`config.mk`:
```
export PLATFORM = sky130hd
export DESIGN_NAME = c_like_token_lexer
export DESIGN_NICKNAME = d
export VERILOG_FILES = /design/src/rtl/clx_pkg.sv /design/src/rtl/clx_core.sv /design/src/rtl/clx_outq.sv /design/src/rtl/c_like_token_lexer.sv
export SDC_FILE = /design/constraint.sdc
export NUM_CORES = 1
export LEC_CHECK = 0
export BUFFER_PORTS_ARGS = -buffer_cell sky130_fd_sc_hd__buf_2
export CAP_MARGIN = 0
export CORE_MARGIN = 2
export CORE_UTILIZATION = 57
export CTS_CLUSTER_SIZE = 12
export DETAILED_ROUTE_END_ITERATION = 6
export GPL_ROUTABILITY_DRIVEN = 1
export GPL_TIMING_DRIVEN = 0
export HOLD_SLACK_MARGIN = 0.1
export PLACE_DENSITY_LB_ADDON = 0.2
export SLEW_MARGIN = 20
export SYNTH_ARGS = -nofsm -noshare
export SYNTH_HDL_FRONTEND = slang
export SYNTH_SLANG_ARGS = --single-unit
export TNS_END_PERCENT = 1
```
`constraint.sdc`:
```
create_clock -name i_clk -period 7.2 [get_ports i_clk]
set_input_delay 0.72 -clock i_clk [delete_from_list [all_inputs] [get_ports i_clk]]
set_output_delay 0.72 -clock i_clk [all_outputs]
set_load 0.02 [all_outputs]
```
`src/rtl/clx_pkg.sv`:
```
// Package for the lexer: token and queue types, token kind codes,
// character constants, keyword tables and the byte classifier functions.
// Depends on nothing; used by every module of the block.
package clx_pkg;

    localparam int OFFSET_BITS = 16;
    localparam int KIND_W      = 5;
    localparam int FIELD_W     = 16;
    localparam int NUM_KW      = 7;

    // pending run kinds
    localparam logic [1:0] PEND_NONE = 2'd0;
    localparam logic [1:0] PEND_DASH = 2'd1;
    localparam logic [1:0] PEND_NUM  = 2'd2;
    localparam logic [1:0] PEND_WORD = 2'd3;

    // token kinds
    localparam logic [KIND_W-1:0] K_UNKNOWN = 5'd0;
    localparam logic [KIND_W-1:0] K_LPAREN  = 5'd1;
    localparam logic [KIND_W-1:0] K_RPAREN  = 5'd2;
    localparam logic [KIND_W-1:0] K_CARET   = 5'd3;
    localparam logic [KIND_W-1:0] K_PLUS    = 5'd4;
    localparam logic [KIND_W-1:0] K_MINUS   = 5'd5;
    localparam logic [KIND_W-1:0] K_SLASH   = 5'd6;
    localparam logic [KIND_W-1:0] K_STAR    = 5'd7;
    localparam logic [KIND_W-1:0] K_EQUAL   = 5'd8;
    localparam logic [KIND_W-1:0] K_GREATER = 5'd9;
    localparam logic [KIND_W-1:0] K_LESS    = 5'd10;
    localparam logic [KIND_W-1:0] K_ARROW   = 5'd11;
    localparam logic [KIND_W-1:0] K_COMMA   = 5'd12;
    localparam logic [KIND_W-1:0] K_SEMI    = 5'd13;
    localparam logic [KIND_W-1:0] K_LBRACE  = 5'd14;
    localparam logic [KIND_W-1:0] K_RBRACE  = 5'd15;
    localparam logic [KIND_W-1:0] K_HASH    = 5'd16;
    localparam logic [KIND_W-1:0] K_NUMBER  = 5'd17;
    localparam logic [KIND_W-1:0] K_BOOLEAN = 5'd18;
    localparam logic [KIND_W-1:0] K_TYPE    = 5'd19;
    localparam logic [KIND_W-1:0] K_NAME    = 5'd20;
    localparam logic [KIND_W-1:0] K_END     = 5'd21;

    // characters
    localparam logic [7:0] CH_NUL    = 8'h00;
    localparam logic [7:0] CH_TAB    = 8'h09;
    localparam logic [7:0] CH_LF     = 8'h0A;
    localparam logic [7:0] CH_CR     = 8'h0D;
    localparam logic [7:0] CH_SPACE  = 8'h20;
    localparam logic [7:0] CH_HASH   = 8'h23;
    localparam logic [7:0] CH_LPAREN = 8'h28;
    localparam logic [7:0] CH_RPAREN = 8'h29;
    localparam logic [7:0] CH_STAR   = 8'h2A;
    localparam logic [7:0] CH_PLUS   = 8'h2B;
    localparam logic [7:0] CH_COMMA  = 8'h2C;
    localparam logic [7:0] CH_DASH   = 8'h2D;
    localparam logic [7:0] CH_DOT    = 8'h2E;
    localparam logic [7:0] CH_SLASH  = 8'h2F;
    localparam logic [7:0] CH_0      = 8'h30;
    localparam logic [7:0] CH_9      = 8'h39;
    localparam logic [7:0] CH_SEMI   = 8'h3B;
    localparam logic [7:0] CH_LESS   = 8'h3C;
    localparam logic [7:0] CH_EQUAL  = 8'h3D;
    localparam logic [7:0] CH_GT     = 8'h3E;
    localparam logic [7:0] CH_UP_A   = 8'h41;
    localparam logic [7:0] CH_UP_Z   = 8'h5A;
    localparam logic [7:0] CH_CARET  = 8'h5E;
    localparam logic [7:0] CH_UNDER  = 8'h5F;
    localparam logic [7:0] CH_LO_A   = 8'h61;
    localparam logic [7:0] CH_LO_F   = 8'h66;
    localparam logic [7:0] CH_LO_Z   = 8'h7A;
    localparam logic [7:0] CH_LBRACE = 8'h7B;
    localparam logic [7:0] CH_RBRACE = 8'h7D;

    localparam logic [FIELD_W-1:0] LEN_MAX = {FIELD_W{1'b1}};
    localparam logic [NUM_KW-1:0]  KW_ALL  = {NUM_KW{1'b1}};

    // keywords: true, false, u32, r32, s32, struct, String
    localparam logic [7:0] KW_TEXT [NUM_KW][8] = '{
        '{"t", "r", "u", "e", 8'h00, 8'h00, 8'h00, 8'h00},
        '{"f", "a", "l", "s", "e", 8'h00, 8'h00, 8'h00},
        '{"u", "3", "2", 8'h00, 8'h00, 8'h00, 8'h00, 8'h00},
        '{"r", "3", "2", 8'h00, 8'h00, 8'h00, 8'h00, 8'h00},
        '{"s", "3", "2", 8'h00, 8'h00, 8'h00, 8'h00, 8'h00},
        '{"s", "t", "r", "u", "c", "t", 8'h00, 8'h00},
        '{"S", "t", "r", "i", "n", "g", 8'h00, 8'h00}
    };
    localparam logic [2:0] KW_LEN [NUM_KW] = '{3'd4, 3'd5, 3'd3, 3'd3, 3'd3, 3'd6, 3'd6};
    localparam logic [NUM_KW-1:0] KW_BOOL_MASK = 7'b0000011;

    typedef struct packed {
        logic [KIND_W-1:0]  kind;
        logic [FIELD_W-1:0] start;
        logic [FIELD_W-1:0] length;
        logic               last;
    } t_token;

    // up to two tokens pushed into the output queue per byte, in order
    typedef struct packed {
        logic   valid0;
        logic   valid1;
        t_token tok0;
        t_token tok1;
    } t_push;

    function automatic logic is_digit(logic [7:0] c);
        return (c >= CH_0) && (c <= CH_9);
    endfunction

    function automatic logic is_numeric(logic [7:0] c);
        return is_digit(c) || (c == CH_DOT) || (c == CH_LO_F);
    endfunction

    function automatic logic is_alpha(logic [7:0] c);
        return ((c >= CH_UP_A) && (c <= CH_UP_Z)) || ((c >= CH_LO_A) && (c <= CH_LO_Z))
            || (c == CH_UNDER);
    endfunction

    function automatic logic is_sep(logic [7:0] c);
        return (c == CH_SPACE) || (c == CH_TAB) || (c == CH_CR) || (c == CH_LF);
    endfunction

    function automatic logic [KIND_W-1:0] punct_code(logic [7:0] c);
        logic [KIND_W-1:0] k;
        unique case (c)
            CH_LPAREN: k = K_LPAREN;
            CH_RPAREN: k = K_RPAREN;
            CH_CARET:  k = K_CARET;
            CH_PLUS:   k = K_PLUS;
            CH_SLASH:  k = K_SLASH;
            CH_STAR:   k = K_STAR;
            CH_EQUAL:  k = K_EQUAL;
            CH_GT:     k = K_GREATER;
            CH_LESS:   k = K_LESS;
            CH_COMMA:  k = K_COMMA;
            CH_SEMI:   k = K_SEMI;
            CH_LBRACE: k = K_LBRACE;
            CH_RBRACE: k = K_RBRACE;
            CH_HASH:   k = K_HASH;
            default:   k = K_UNKNOWN;
        endcase
        return k;
    endfunction

    // keep a keyword flag only while the byte at this index still matches
    function automatic logic [NUM_KW-1:0] match_update(logic [NUM_KW-1:0] flags,
                                                       logic [FIELD_W-1:0] idx,
                                                       logic [7:0] c);
        logic [NUM_KW-1:0] r;
        r = '0;
        for (int k = 0; k < NUM_KW; k++) begin
            if (flags[k] && (idx < FIELD_W'(KW_LEN[k])) && (KW_TEXT[k][idx[2:0]] == c)) begin
                r[k] = 1'b1;
            end
        end
        return r;
    endfunction

    function automatic logic [KIND_W-1:0] word_kind(logic [NUM_KW-1:0] flags,
                                                    logic [FIELD_W-1:0] len);
        logic [NUM_KW-1:0] hit;
        logic [KIND_W-1:0] k;
        hit = '0;
        for (int i = 0; i < NUM_KW; i++) begin
            hit[i] = flags[i] && (len == FIELD_W'(KW_LEN[i]));
        end
        if ((hit & KW_BOOL_MASK) != '0) begin
            k = K_BOOLEAN;
        end else if ((hit & ~KW_BOOL_MASK) != '0) begin
            k = K_TYPE;
        end else begin
            k = K_NAME;
        end
        return k;
    endfunction

endpackage

```
`src/rtl/clx_core.sv`:
```
// Lexer core: input word register, pending-run state and the token
// decision for one byte. Uses clx_pkg; feeds clx_outq with t_push.
module clx_core (
    input  logic                i_clk,
    input  logic                i_rst_n,
    input  logic                i_valid,
    input  logic [7:0]          i_text_byte,
    output logic                o_stall,
    input  logic                i_room,
    output clx_pkg::t_push      o_push
);

    logic                           r_in_valid;
    logic [7:0]                     r_in_byte;
    logic [1:0]                     r_kind;
    logic [clx_pkg::FIELD_W-1:0]    r_start;
    logic [clx_pkg::FIELD_W-1:0]    r_len;
    logic [clx_pkg::NUM_KW-1:0]     r_flags;
    logic [clx_pkg::OFFSET_BITS-1:0] r_pos;

    logic [1:0]                     n_kind;
    logic [clx_pkg::FIELD_W-1:0]    n_start;
    logic [clx_pkg::FIELD_W-1:0]    n_len;
    logic [clx_pkg::NUM_KW-1:0]     n_flags;
    logic [clx_pkg::OFFSET_BITS-1:0] n_pos;

    logic                           go;
    logic                           accept;
    logic                           fresh;
    logic                           va;
    logic                           vb;
    clx_pkg::t_token                tok_a;
    clx_pkg::t_token                tok_b;
    logic [7:0]                     c;
    logic [clx_pkg::FIELD_W-1:0]    pos16;
    logic [clx_pkg::FIELD_W-1:0]    len_inc;
    logic [clx_pkg::KIND_W-1:0]     pcode;

    assign go      = r_in_valid && i_room;
    assign o_stall = r_in_valid && !i_room;
    assign accept  = i_valid && !o_stall;

    assign c       = r_in_byte;
    assign pos16   = clx_pkg::FIELD_W'(r_pos);
    assign len_inc = (r_len == clx_pkg::LEN_MAX) ? r_len : r_len + 1'b1;
    assign pcode   = clx_pkg::punct_code(c);

    always_comb begin
        n_kind  = r_kind;
        n_start = r_start;
        n_len   = r_len;
        n_flags = r_flags;
        va      = 1'b0;
        vb      = 1'b0;
        fresh   = 1'b1;
        tok_a   = '{kind: clx_pkg::K_UNKNOWN, start: r_start, length: r_len, last: 1'b0};
        tok_b   = '{kind: clx_pkg::K_UNKNOWN, start: pos16, length: 16'd1, last: 1'b1};

        unique case (r_kind)
            clx_pkg::PEND_DASH: begin
                va           = 1'b1;
                tok_a.kind   = clx_pkg::K_MINUS;
                tok_a.length = 16'd1;
                if (c == clx_pkg::CH_GT) begin
                    tok_a.kind   = clx_pkg::K_ARROW;
                    tok_a.length = 16'd2;
                    fresh        = 1'b0;
                end
            end
            clx_pkg::PEND_NUM: begin
                if (clx_pkg::is_numeric(c)) begin
                    n_len = len_inc;
                    fresh = 1'b0;
                end else begin
                    va         = 1'b1;
                    tok_a.kind = clx_pkg::K_NUMBER;
                end
            end
            clx_pkg::PEND_WORD: begin
                if (clx_pkg::is_alpha(c) || clx_pkg::is_numeric(c)) begin
                    n_flags = clx_pkg::match_update(r_flags, r_len, c);
                    n_len   = len_inc;
                    fresh   = 1'b0;
                end else begin
                    va         = 1'b1;
                    tok_a.kind = clx_pkg::word_kind(r_flags, r_len);
                end
            end
            default: ;
        endcase

        // a flushed run clears the pending state
        if (va) begin
            n_kind  = clx_pkg::PEND_NONE;
            n_start = '0;
            n_len   = '0;
            n_flags = clx_pkg::KW_ALL;
        end

        if (fresh) begin
            if (c == clx_pkg::CH_NUL) begin
                vb         = 1'b1;
                tok_b.kind = clx_pkg::K_END;
            end else if (clx_pkg::is_sep(c)) begin
                vb = 1'b0;
            end else if (c == clx_pkg::CH_DASH) begin
                n_kind  = clx_pkg::PEND_DASH;
                n_start = pos16;
                n_len   = 16'd1;
            end else if (pcode != clx_pkg::K_UNKNOWN) begin
                vb         = 1'b1;
                tok_b.kind = pcode;
            end else if (clx_pkg::is_digit(c)) begin
                n_kind  = clx_pkg::PEND_NUM;
                n_start = pos16;
                n_len   = 16'd1;
            end else if (clx_pkg::is_alpha(c)) begin
                n_kind  = clx_pkg::PEND_WORD;
                n_start = pos16;
                n_len   = 16'd1;
                n_flags = clx_pkg::match_update(clx_pkg::KW_ALL, '0, c);
            end else begin
                vb = 1'b1;
            end
        end

        tok_a.last = !vb;
        n_pos      = (c == clx_pkg::CH_NUL) ? '0 : r_pos + 1'b1;
    end

    // compact the pair so the first token always sits in slot 0
    always_comb begin
        o_push.valid0 = go && (va || vb);
        o_push.valid1 = go && va && vb;
        o_push.tok0   = va ? tok_a : tok_b;
        o_push.tok1   = tok_b;
    end

    always_ff @(posedge i_clk) begin
        if (!i_rst_n) begin
            r_in_valid <= 1'b0;
            r_kind     <= clx_pkg::PEND_NONE;
            r_start    <= '0;
            r_len      <= '0;
            r_flags    <= clx_pkg::KW_ALL;
            r_pos      <= '0;
        end else begin
            if (accept) begin
                r_in_valid <= 1'b1;
            end else if (go) begin
                r_in_valid <= 1'b0;
            end
            if (go) begin
                r_kind  <= n_kind;
                r_start <= n_start;
                r_len   <= n_len;
                r_flags <= n_flags;
                r_pos   <= n_pos;
            end
        end
    end

    always_ff @(posedge i_clk) begin
        if (accept) begin
            r_in_byte <= i_text_byte;
        end
    end

endmodule

```
`src/rtl/clx_outq.sv`:
```
// Four-word output queue for tokens; takes up to two words a cycle and
// hands out one while i_stall is low. Uses clx_pkg types; written by clx_core.
module clx_outq (
    input  logic            i_clk,
    input  logic            i_rst_n,
    input  clx_pkg::t_push  i_push,
    output logic            o_room,
    output logic            o_valid,
    input  logic            i_stall,
    output clx_pkg::t_token o_token
);

    clx_pkg::t_token r_mem [4];
    logic [1:0]      r_wptr;
    logic [1:0]      r_rptr;
    logic [2:0]      r_count;
    logic            pop;
    logic [1:0]      n_push;
    logic [1:0]      wptr_1;

    assign o_valid = (r_count != 3'd0);
    assign o_room  = (r_count <= 3'd2);
    assign o_token = r_mem[r_rptr];
    assign pop     = o_valid && !i_stall;
    assign n_push  = {1'b0, i_push.valid0} + {1'b0, i_push.valid1};
    assign wptr_1  = r_wptr + 1'b1;

    always_ff @(posedge i_clk) begin
        if (!i_rst_n) begin
            r_wptr  <= '0;
            r_rptr  <= '0;
            r_count <= '0;
        end else begin
            r_wptr  <= r_wptr + n_push;
            r_rptr  <= r_rptr + {1'b0, pop};
            r_count <= r_count + {1'b0, n_push} - {2'b00, pop};
        end
    end

    always_ff @(posedge i_clk) begin
        if (i_push.valid0) begin
            r_mem[r_wptr] <= i_push.tok0;
        end
        if (i_push.valid1) begin
            r_mem[wptr_1] <= i_push.tok1;
        end
    end

endmodule

```
`src/rtl/c_like_token_lexer.sv`:
```
// Top level of the streaming lexer: clx_core makes tokens, clx_outq
// queues them. Depends on clx_pkg, clx_core and clx_outq.
//
// Usage:
//   Input channel: i_valid / o_stall with i_text_byte, one source byte per
//   word. A zero byte ends the text and restarts offsets at zero.
//   Output channel: o_valid / i_stall with token kind, start, length and
//   o_last_of_run, which marks the last token that one byte produced.
//   A byte is registered in the input word register; once the queue has
//   room it is decided and its tokens (zero, one or two) are written to
//   the token queue. One byte enters per cycle while o_stall is low; a
//   byte that ends a run and is itself a token gives two tokens. Tokens
//   leave one per cycle while i_stall is low, set by the single output port.
//   Runs (numbers, words, a dash) are held until the byte that ends them.
//   The core decides a byte only when the four-word token queue has room
//   for two words; a stalled receiver fills the queue and then holds off
//   the input through o_stall. Nothing is lost or dropped.
//   Reset (synchronous, active low) empties the queue and clears any
//   pending run and the offset counter.
module c_like_token_lexer (
    input  logic                              i_clk,
    input  logic                              i_rst_n,
    input  logic                              i_valid,
    output logic                              o_stall,
    input  logic [7:0]                        i_text_byte,
    output logic                              o_valid,
    input  logic                              i_stall,
    output logic [clx_pkg::KIND_W-1:0]        o_token_kind,
    output logic [clx_pkg::FIELD_W-1:0]       o_token_start,
    output logic [clx_pkg::FIELD_W-1:0]       o_token_length,
    output logic                              o_last_of_run
);

    clx_pkg::t_push  push;
    clx_pkg::t_token head;
    logic            room;

    clx_core u_core (
        .i_clk       (i_clk),
        .i_rst_n     (i_rst_n),
        .i_valid     (i_valid),
        .i_text_byte (i_text_byte),
        .o_stall     (o_stall),
        .i_room      (room),
        .o_push      (push)
    );

    clx_outq u_outq (
        .i_clk   (i_clk),
        .i_rst_n (i_rst_n),
        .i_push  (push),
        .o_room  (room),
        .o_valid (o_valid),
        .i_stall (i_stall),
        .o_token (head)
    );

    assign o_token_kind   = head.kind;
    assign o_token_start  = head.start;
    assign o_token_length = head.length;
    assign o_last_of_run  = head.last;

endmodule

```
==> results of run 1 <==
worst reg2reg max path: stages, from the launching register on:
cell and delay [ps]:
edfxtp_1 440, or4_4 550, a21oi_4 210, o31ai_2 160
or4_4 570, nor4_1 230, ha_1 300, inv_1 70
ha_1 300, fa_1 440, xnor2_1 200, xnor2_1 150
nor2_1 50
path summary, 6_finish.rpt:
check	start	to	slack, ps	cells past startpoint
min	i_text_byte[7]	u_core.c[7]	390	1
max	u_outq.r_rptr[1]	o_token_start[5]	3360	4
min reg2reg	u_outq.r_mem[0][13]	u_outq.r_mem[0][13]	470	2
max reg2reg	u_core.c[4]	u_outq.r_count[2]	3400	12
cells in the final DEF, fill, tap and decap left out, types with 5 or more instances in the layout:
cell type / n
dfxtp_1: 133
nand3_1: 96
edfxtp_1: 92
o21ai_0: 90
buf_2: 77
nand2_1: 77
nor2_1: 68
a22o_1: 66
clkbuf_1: 60
mux4_2: 38
a21oi_1: 36
inv_1: 25
clkbuf_16: 25
o22ai_1: 21
nor3_1: 20
nand4_1: 17
xnor2_1: 17
a31oi_1: 15
xor2_1: 15
a22o_2: 15
nor4_1: 14
ha_1: 14
buf_4: 10
and3_1: 10
nand2b_1: 8
and2_1: 8
o21a_1: 7
o211ai_1: 7
nor2b_1: 6
buf_6: 6
clkbuf_8: 6
mux2i_1: 6
or2_2: 5
nand2_2: 5
or3_1: 5
per-stage QoR:
| step | cell area, sq um | utilization, % | setup slack (ps) |
|---|---|---|---|
| 2_1_floorplan | 11600 | - | 3780 |
| 3_3_place_gp | 12200 | 60.5 | 3440 |
| 3_5_place_dp | 12200 | 60.5 | 3410 |
| 4_1_cts | 12900 | 64.3 | 3010 |
| 5_1_grt | 12900 | 64.3 | 3260 |
| 6_report | 12900 | 64.3 | 3360 |
routing by layer:
metal	global-route usage [%]	vias up	share of wire (%)
li1	-	4415	-
met3	5.38	63	8.6
met4	8.59	0	2.3
met2	49.7	502	48
met1	40.9	4728	42
met5	0	-	0
cell usage after synthesis, types with 4 or more instances:
master    count  area (sq um)
clkbuf_1     49           184
nand4_1      17           106
buf_4        10          75.1
mux4_2       38           856
a41oi_1       4          35.0
o21ai_1       4          20.0
a22o_2       15           150
inv_1        25          93.8
or3_1         5          31.3
ha_1         14           175
mux2i_1       6          60.1
or2_2         5          31.3
buf_2        26           130
buf_6         6          67.6
a22o_1       66           578
and2_1        8          50.1
nand2_1      81           304
nand2b_1      8          50.1
nor2b_1       6          37.5
a21oi_1      36           180
and3_1       10          62.6
o22ai_1      21           131
o21ai_0      90           450
xnor2_1      17           149
a31oi_1      15          93.8
buf_1         4          15.0
edfxtp_1     92          2760
nor2_1       68           255
nor4_1       14          87.6
nand3_1      96           480
dfxtp_1     133          2660
xor2_1       15           131
o211ai_1      7          52.6
o21a_1        7          52.6
nor3_1       20           100
state kept, by name (all words and copies together) (netlist names):
name,flops
u_outq.r_mem,152
u_core.pos16,16
u_core.r_len,16
u_core.r_start,16
u_core.c,8
u_core.r_flags,7
u_outq.r_count,3
u_core.r_kind,2
u_outq.r_rptr,2
u_outq.r_wptr,2
u_core.r_in_valid,1
where the power goes:
group          internal (uW)  switching [uW]
clock                    707             486
sequential              1400            39.5
combinational            300             536
final cells by class:
cell class              instances  area share, %
multi-input cells             772           42.7
flip-flops and latches        225           42.0
clock buffers                  40           5.51
plain buffers                 101           4.15
well taps                     270           2.61
repair buffers                 51           1.97
inverters                      26          0.755
clock inverters                 3          0.339
cells by family (layout without fill, tap and decap cells):
group	Yosys count	after routing
adders and majority gates	15	15
xor gates and xnor gates	32	32
buffers and inverters	127	221
AOI/OAI and AO/OA	311	311
muxes	45	45
DFF	225	225
and+or+nand+nor	369	369
==> results.py, run 1 <==
metrics = {
    "status": {
        "status": "finished clean",
    },
    "finish": {
        "diodes": 0,
        "nFillCells": 1606,
        "multi_input_area_sq_um": 5520,
        "area_delta_synth_final_pct": 11.8,
        "fin_nets": 1228,
        "drive_gt1_share_pct": 18.2,
        "seq_area_sq_um": 5430,
        "layout.cells.non_filler": 1488,
    },
    "sta": {
        "grt_setup_unrepaired": "false",
        "final.period_utilization_pct": 53.4,
        "fmax_ghz": 0.260,
        "setup_tns_ps": 0,
        "slew_headroom_pct": 31.2,
        "finalSetupViolCount": 0,
        "hold_viol": 0,
        "min_period_ps": 3840,
        "fin_skew_ps": 9.03,
        "finalMaxSlewViolations": 0,
        "tightest_slew_ps": 1030,
        "hold_ws_ps": 388,
    },
    "worst_setup_path": {
        "critPathSlowestCell": "clkbuf_1",
        "start_kind": "flop",
        "required_ps": 6480,
        "critPathBufInv": 3,
        "cp.arrival_ps": 3120,
        "cp_cell_sequence": "buf_1 > clkbuf_1 > mux4_2 > buf_2",
        "critPathMaxStageDelay_ps": 800,
        "worst_setup_path_end_kind": "output port",
        "cp_max_fo": 10,
        "worstSetupPathType": "flop to output port",
        "cp_top_family": "buffers and inverters",
    },
    "synth": {
        "syn_inst": 1124,
        "synth_top_family_by_area": "compound AO/OA/AOI/OAI gates",
        "yosysSeqAreaShare_pct": 46.9,
        "muxShareOfSynthArea_pct": 8.01,
        "synth_cell_types": 91,
        "syn-num-nets": 1151,
        "yosysWarnings": 0,
        "async_flop_share_pct": 0,
        "synth_adder_area_share_pct": 1.69,
        "synth_xor_area_share_pct": 2.42,
        "syn-cell-area_sq_um": 11600,
        "synth_compound_area_share_pct": 19.1,
        "synth_ff_type": "dfxtp_1",
        "ys_ff_latch": 225,
        "syn_area_per_cell_sq_um": 10.3,
        "synth_enable_flop_cells": 92,
        "synth-simple-area-share_pct": 16.4,
    },
    "global_routing": {
        "antenna_found_initial": 0,
        "grt_overflow_total": 0,
        "grt_pass1_wl_mm": 51.0,
        "grt_max_degree": 23,
        "grt_use_total_pct": 30.0,
        "grt_pass1_vias": 9019,
    },
    "job": {
        "cap_violations": 0,
    },
    "die": {
        "core_sq_um": 20100,
        "dieArea_sq_um": 21500,
        "fp.dieW_microns": 146,
        "initial_core_util_pct": 57.6,
        "ioPinCount": 52,
        "die_h_microns": 146,
        "rows": 52,
    },
    "power_and_ir_drop": {
        "leakagePower_uw": 0.00445,
        "peakVddDrop_v": 0.000183,
        "power.density_nw_per_um2": 269,
        "p_total_uw": 3470,
    },
    "clock_tree": {
        "cts.reportedPaths.clkPinSlew_ps": 60,
        "h-tree-depth": 1,
        "numCtsBuffers": 24,
        "cts_tree": "yes",
        "holdBufCountCts": 0,
        "ctsRootBufferMaster": "clkbuf_16",
        "clk_path_buf_depth": 3,
        "clock-sinks": 225,
        "cts_resized": 0,
        "cts_setup_buffers": 0,
        "insertion_delay_ps": 510,
    },
    "drt": {
        "dr_total_vias": 9708,
        "drc_errors": 0,
        "via_per_inst": 6.52,
        "routedWlPerCell_microns": 22.1,
        "drt-initial-drc-count": 1005,
        "drt-total-wl_mm": 33.0,
        "ant_nets": 0,
        "drt-pass1-iter-count": 6,
    },
    "placed_design": {
        "place_inst": 1445,
        "place_congestion": 0.963,
        "dp_hpwl_mm": 22.2,
        "io_buffers": 51,
    },
    "min_path": {
        "hold_path.class": "input port to flop",
    },
}
Note: power is estimated with default switching activity, not from simulation.
==> inputs of run 2 (changes only) <==
CORE_UTILIZATION = 56   (was 57)
clock period = 3.2 ns   (was 7.2 ns; I/O delays follow)
==> results.py, run 2 (synthesis results as in run 1) <==
metrics = {
    "sta": {
        "hold_viol": 0,
        "fmax_ghz": 0.300,
        "tightest_slew_ps": 988,
        "final.period_utilization_pct": 104,
        "layout_setup_ws_ps": -139,
        "finalSetupViolCount": 2,
        "min_period_ps": 3340,
        "grt_setup_unrepaired": "true",
        "slew_headroom_pct": 34.1,
        "finalMaxSlewViolations": 0,
        "fin_skew_ps": 19.6,
    },
    "finish": {
        "final_cell_mix": "dfxtp_1, nand3_1, edfxtp_1",
        "layout.cells.non_filler": 1517,
        "seq_area_sq_um": 5430,
        "post-route-util_pct": 66.2,
        "drive_gt1_share_pct": 21.7,
        "nFillCells": 1582,
        "diodes": 0,
        "fin_nets": 1256,
        "multi_input_area_sq_um": 5710,
        "regMostFlops": "u_outq.r_mem",
        "area_delta_synth_final_pct": 15.8,
        "final_common_cell": "dfxtp_1",
        "largest_reg_flops": 152,
    },
    "drt": {
        "drt-pass1-iter-count": 7,
        "drc_errors": 0,
        "via_per_inst": 6.54,
        "dr_total_vias": 9928,
        "drt-initial-drc-count": 1048,
        "routedWlPerCell_microns": 21.7,
        "drt-total-wl_mm": 32.9,
        "ant_nets": 0,
    },
    "status": {
        "status": "complete, but fails checks",
        "violations": "negative setup slack",
    },
    "power_and_ir_drop": {
        "swShare_pct": 30.9,
        "power.density_nw_per_um2": 589,
        "comb_power_share_pct": 25.1,
        "p_total_uw": 7890,
        "p_switching_uw": 2440,
        "leakagePower_uw": 0.00466,
        "p_int_uw": 5450,
        "clkPwrFrac_pct": 33.8,
        "peakVddDrop_v": 0.000438,
        "seqPwrFrac_pct": 41.1,
    },
    "worst_setup_path": {
        "worst_setup_path_end_kind": "flop",
        "startpoint": "u_core.c[7]",
        "timing.rr.end": "u_outq.r_count[2]",
        "critPathMaxStageDelay_ps": 540,
        "cp_cell_sequence": "clkbuf_4 > or2_2 > nor4_4 > and4_1 > clkbuf_4 > or4_4 > nor4_4 > ha_4 > inv_2 > ha_4 > fa_2 > xnor2_2 > xnor2_1 > nor2_1",
        "cp_top_family": "simple AND/OR/NAND/NOR gates",
        "cp_max_fo": 10,
        "start_kind": "flop",
        "rr_startpoint": "u_core.c[7]",
        "path_depth": 14,
        "critPathSlowestCell": "or4_4",
        "required_ps": 3580,
        "worstSetupPathType": "flop to flop",
        "r2r_slack_ps": -140,
        "cp.arrival_ps": 3720,
        "reg2regPathDepth": 14,
        "critPathBufInv": 3,
        "endpoint": "u_outq.r_count[2]",
    },
    "die": {
        "ioPinCount": 52,
        "fp.dieW_microns": 148,
        "core_sq_um": 20200,
        "initial_core_util_pct": 57.2,
        "rows": 52,
        "dieArea_sq_um": 21800,
        "die_h_microns": 148,
    },
    "min_path": {
        "worstHoldStart": "i_rst_n",
        "whs_path_depth": 3,
        "hold_path.class": "input port to flop",
    },
    "global_routing": {
        "grt_pass1_wl_mm": 51.5,
        "grt_overflow_total": 0,
        "grt_use_total_pct": 29.7,
        "grt_max_degree": 23,
        "grt_pass1_vias": 9467,
        "antenna_found_initial": 0,
    },
    "clock_tree": {
        "ctsRootBufferMaster": "clkbuf_16",
        "h-tree-depth": 1,
        "clk_path_buf_depth": 3,
        "cts.reportedPaths.clkPinSlew_ps": 60,
        "clock-sinks": 225,
        "insertion_delay_ps": 530,
        "cts_tree": "yes",
        "numCtsBuffers": 24,
    },
    "job": {
        "cap_violations": 0,
    },
    "placed_design": {
        "io_buffers": 51,
        "place_congestion": 0.973,
        "place_inst": 1445,
        "dp_hpwl_mm": 22.1,
        "place_worst_setup_slack_ps": -601,
    },
}
## run 2: power by group through the flow
stage	sequential (uW)	clock [uW]	combinational, uW
6_report	3250	2670	1980
5_1_grt	3260	2780	2120
4_1_cts	3240	2670	1930
3_5_place_dp	3310	0	1840
3_3_place_gp	3300	0	1820
2_1_floorplan	3270	0	1330
## run 2: metal layers
metal / vias to the layer above / track usage (%) / part of all wire, %
met2: 552 / 48.5 / 47
met3: 88 / 5.25 / 9.2
met5: - / 0 / 0
met4: 0 / 9.28 / 2.9
li1: 4498 / - / -
met1: 4790 / 40.5 / 41
## run 2: worst min-delay path by stage
stage                               to  slack, ps
floorplan                  u_core.c[0]        420
global placement    u_outq.r_mem[2][0]        440
detailed placement  u_outq.r_mem[3][0]        450
CTS                  u_core.r_start[2]        250
global route         u_core.r_start[2]        300
finish               u_core.r_start[2]        270
## run 2: area by class of cell
cell class                      count  share of cell area [%]
Tap cell                          270                    2.52
Multi-Input combinational cell    772                    42.6
Clock buffer                       40                    5.15
Inverter                           26                   0.784
Sequential cell                   225                    40.5
Clock inverter                      4                   0.448
Buffer                            100                    4.29
Timing Repair Buffer               80                    3.73
## run 2: repair_timing
item,4_1_cts,5_1_grt
gates resized for setup,40,28
hold buffers,9,0
setup endpoints to repair,121,173
setup buffers,11,10
endpoints found under the hold margin,9,0
pin swaps,13,13
## run 2: metrics by stage
step | instance area (sq um) | setup TNS (ps) | hold slack [ps]
4_1_cts | 13300 | -436 | 254
2_1_floorplan | 11600 | -131 | 419
5_1_grt | 13400 | -978 | 302
3_5_place_dp | 12200 | -51910 | 454
3_3_place_gp | 12200 | -46090 | 443
6_report | 13400 | -202 | 270
## run 2: worst reg2reg max path: cells and delay by family, from the launching register on
kind / cells / cell delay (ps)
and+or+nand+nor: 6 / 1290
adders and majority gates: 3 / 810
buffers and inverters: 3 / 430
DFF: 1 / 340
xor gates and xnor gates: 2 / 340
==> inputs of run 3 (changes only) <==
ABC_AREA = 1   (was default)
CORE_UTILIZATION = 57   (was 56)
==> results.py, run 3 <==
metrics = {
    "status": {
        "status": "complete, but fails checks",
        "violations": "negative setup slack",
    },
    "power_and_ir_drop": {
        "peakVddDrop_v": 0.000359,
        "leakagePower_uw": 0.00608,
        "p_total_uw": 9430,
        "power.density_nw_per_um2": 645,
    },
    "sta": {
        "tightest_slew_ps": 837,
        "slew_headroom_pct": 44.2,
        "fmax_ghz": 0.305,
        "layout_setup_ws_ps": -82.6,
        "grt_setup_unrepaired": "true",
        "hold_ws_ps": 230,
        "fin_skew_ps": 16.2,
        "hold_viol": 0,
        "min_period_ps": 3280,
        "final.period_utilization_pct": 103,
        "finalSetupViolCount": 6,
        "finalMaxSlewViolations": 0,
    },
    "synth": {
        "syn_inst": 1721,
        "syn-num-nets": 1748,
        "syn_area_per_cell_sq_um": 7.38,
        "syn-cell-area_sq_um": 12700,
        "synth_cell_types": 40,
        "yosysWarnings": 0,
        "synthMostInstantiatedCell": "nand2_1",
        "synth_ff_type": "dfxtp_1",
        "yosysSeqAreaShare_pct": 42.7,
        "synth_enable_flop_cells": 92,
        "synthTopCellsByArea": "edfxtp_1, dfxtp_1, nand2_1",
        "async_flop_share_pct": 0,
        "synth_top_area_share_pct": 21.8,
        "ys_ff_latch": 225,
        "yosysTopAreaCell": "edfxtp_1",
        "synth_common_cells": "nand2_1, nand3_1, nor2_1",
    },
    "clock_tree": {
        "ctsRootBufferMaster": "clkbuf_16",
        "cts_tree": "yes",
        "numCtsBuffers": 25,
        "clk_path_buf_depth": 3,
        "cts.reportedPaths.clkPinSlew_ps": 60,
        "clock-sinks": 225,
        "h-tree-depth": 1,
        "insertion_delay_ps": 520,
    },
    "drt": {
        "drt-total-wl_mm": 41.8,
        "via_per_inst": 6.05,
        "routedWlPerCell_microns": 19.5,
        "ant_nets": 0,
        "drt-initial-drc-count": 1524,
        "drt-pass1-iter-count": 6,
        "dr_total_vias": 12900,
        "drc_errors": 0,
    },
    "global_routing": {
        "grt_pass1_vias": 11800,
        "grt_max_degree": 22,
        "grt_pass1_wl_mm": 64.0,
        "grt_use_total_pct": 34.3,
        "grt_overflow_total": 0,
        "antenna_found_initial": 0,
    },
    "finish": {
        "diodes": 0,
        "stdcell_area_sq_um": 14600,
        "drive_gt1_share_pct": 14.4,
        "final_common_cell": "nand2_1",
        "fin_nets": 1868,
        "regMostFlops": "u_outq.r_mem",
        "largest_reg_flops": 152,
        "final_cell_mix": "nand2_1, nand3_1, nor2_1",
        "area_delta_synth_final_pct": 15.1,
        "layout.cells.non_filler": 2138,
    },
    "placed_design": {
        "place_congestion": 0.995,
        "dp_hpwl_mm": 29.1,
        "io_buffers": 50,
        "place_inst": 2051,
        "placement.cell_area_sq_um": 13300,
    },
    "worst_setup_path": {
        "path_depth": 6,
        "required_ps": 2880,
        "crit_top_cell": "clkbuf_1",
        "cp_top_family": "buffers and inverters",
        "rr_startpoint": "u_core.c[0]",
        "critPathMaxStageDelay_ps": 700,
        "timing.rr.end": "u_outq.r_mem[1][30]",
        "cp.arrival_ps": 2960,
        "worstSetupPathType": "flop to output port",
        "critPathSlowestCell": "clkbuf_1",
        "reg2regPathDepth": 15,
        "startpoint": "u_outq.r_rptr[0]",
        "endpoint": "o_token_kind[4]",
        "cp_cell_sequence": "inv_1 > clkbuf_1 > clkbuf_1 > nor2_1 > o22ai_1 > buf_2",
        "worst_setup_path_end_kind": "output port",
        "r2r_slack_ps": 40,
        "critPathBufInv": 4,
        "start_kind": "flop",
        "cp_max_fo": 10,
    },
    "die": {
        "dieArea_sq_um": 23500,
        "initial_core_util_pct": 58.2,
        "rows": 54,
        "fp.dieW_microns": 153,
        "ioPinCount": 52,
        "core_sq_um": 21800,
        "die_h_microns": 153,
    },
    "job": {
        "cap_violations": 0,
    },
    "min_path": {
        "hold_path.class": "input port to flop",
    },
}
==> run 3: logic make-up after synthesis <==
group	after synthesis	share of synthesized area (%)
AOI/OAI and AO/OA	316	13.4
xor gates and xnor gates	14	0.965
adders and majority gates	15	1.54
buffers and inverters	218	7.66
DFF	225	42.7
and+or+nand+nor	933	33.8
==> run 3: worst min path at each step <==
stage / startpoint / to / slack, ps / cells after the start
detailed placement: u_outq.r_mem[1][1] / u_outq.r_mem[1][1] / 440 / 2
floorplan: i_text_byte[0] / u_core.c[0] / 420 / 0
global placement: u_outq.r_mem[1][1] / u_outq.r_mem[1][1] / 430 / 2
global route: i_rst_n / u_core.r_len[0] / 230 / 3
finish: i_rst_n / u_core.r_len[0] / 230 / 3
CTS: i_rst_n / u_core.r_len[0] / 210 / 3
==> run 3: cell type report <==
type | count | area (sq um)
fill | 1885 | 7210
multi-input combinational | 1278 | 6430
sequential | 225 | 5430
clock buffer | 39 | 759
timing repair buffer | 94 | 603
buffer | 103 | 559
inverter | 114 | 450
tap | 280 | 350
clock inverter | 5 | 30.0
==> run 3: layer usage <==
metal,wire (microns),part of all wire (%),GRT usage [%]
met1,17100,41,47.1
met2,19000,45,55.3
met3,4100,9.8,4.82
met4,1540,3.7,13.0
met5,0,0,0
==> run 3: worst register-to-register path, delay by kind of cell, from the launching register on <==
family	cells	cell delay, ps
simple gates	11	1650
buf+inv	4	730
flops	1	390
==> run 3: through the flow <==
step	setup TNS, ps	utilization [%]	worst slack (ps)
global route	-841	67.0	-84.5
CTS	-415	65.6	-259
finish	-188	67.0	-82.6
detailed placement	-31250	60.9	-613
global placement	-27930	60.9	-555
floorplan	0	-	41.2
==> run 3: where the power goes <==
part	internal (uW)	switching [uW]
logic	958	2350
clock network	1620	1170
registers	3180	146
total	5760	3670
==> run 3: what timing repair did <==
| action | CTS | global route |
|---|---|---|
| hold buffers | 9 | 0 |
| endpoints found under the setup margin | 87 | 69 |
| gates resized for setup | 18 | 33 |
| gates cloned | 0 | 0 |
| buffers inserted | 8 | 27 |
| endpoints found under the hold margin | 9 | 0 |
| pin swaps | 4 | 16 |
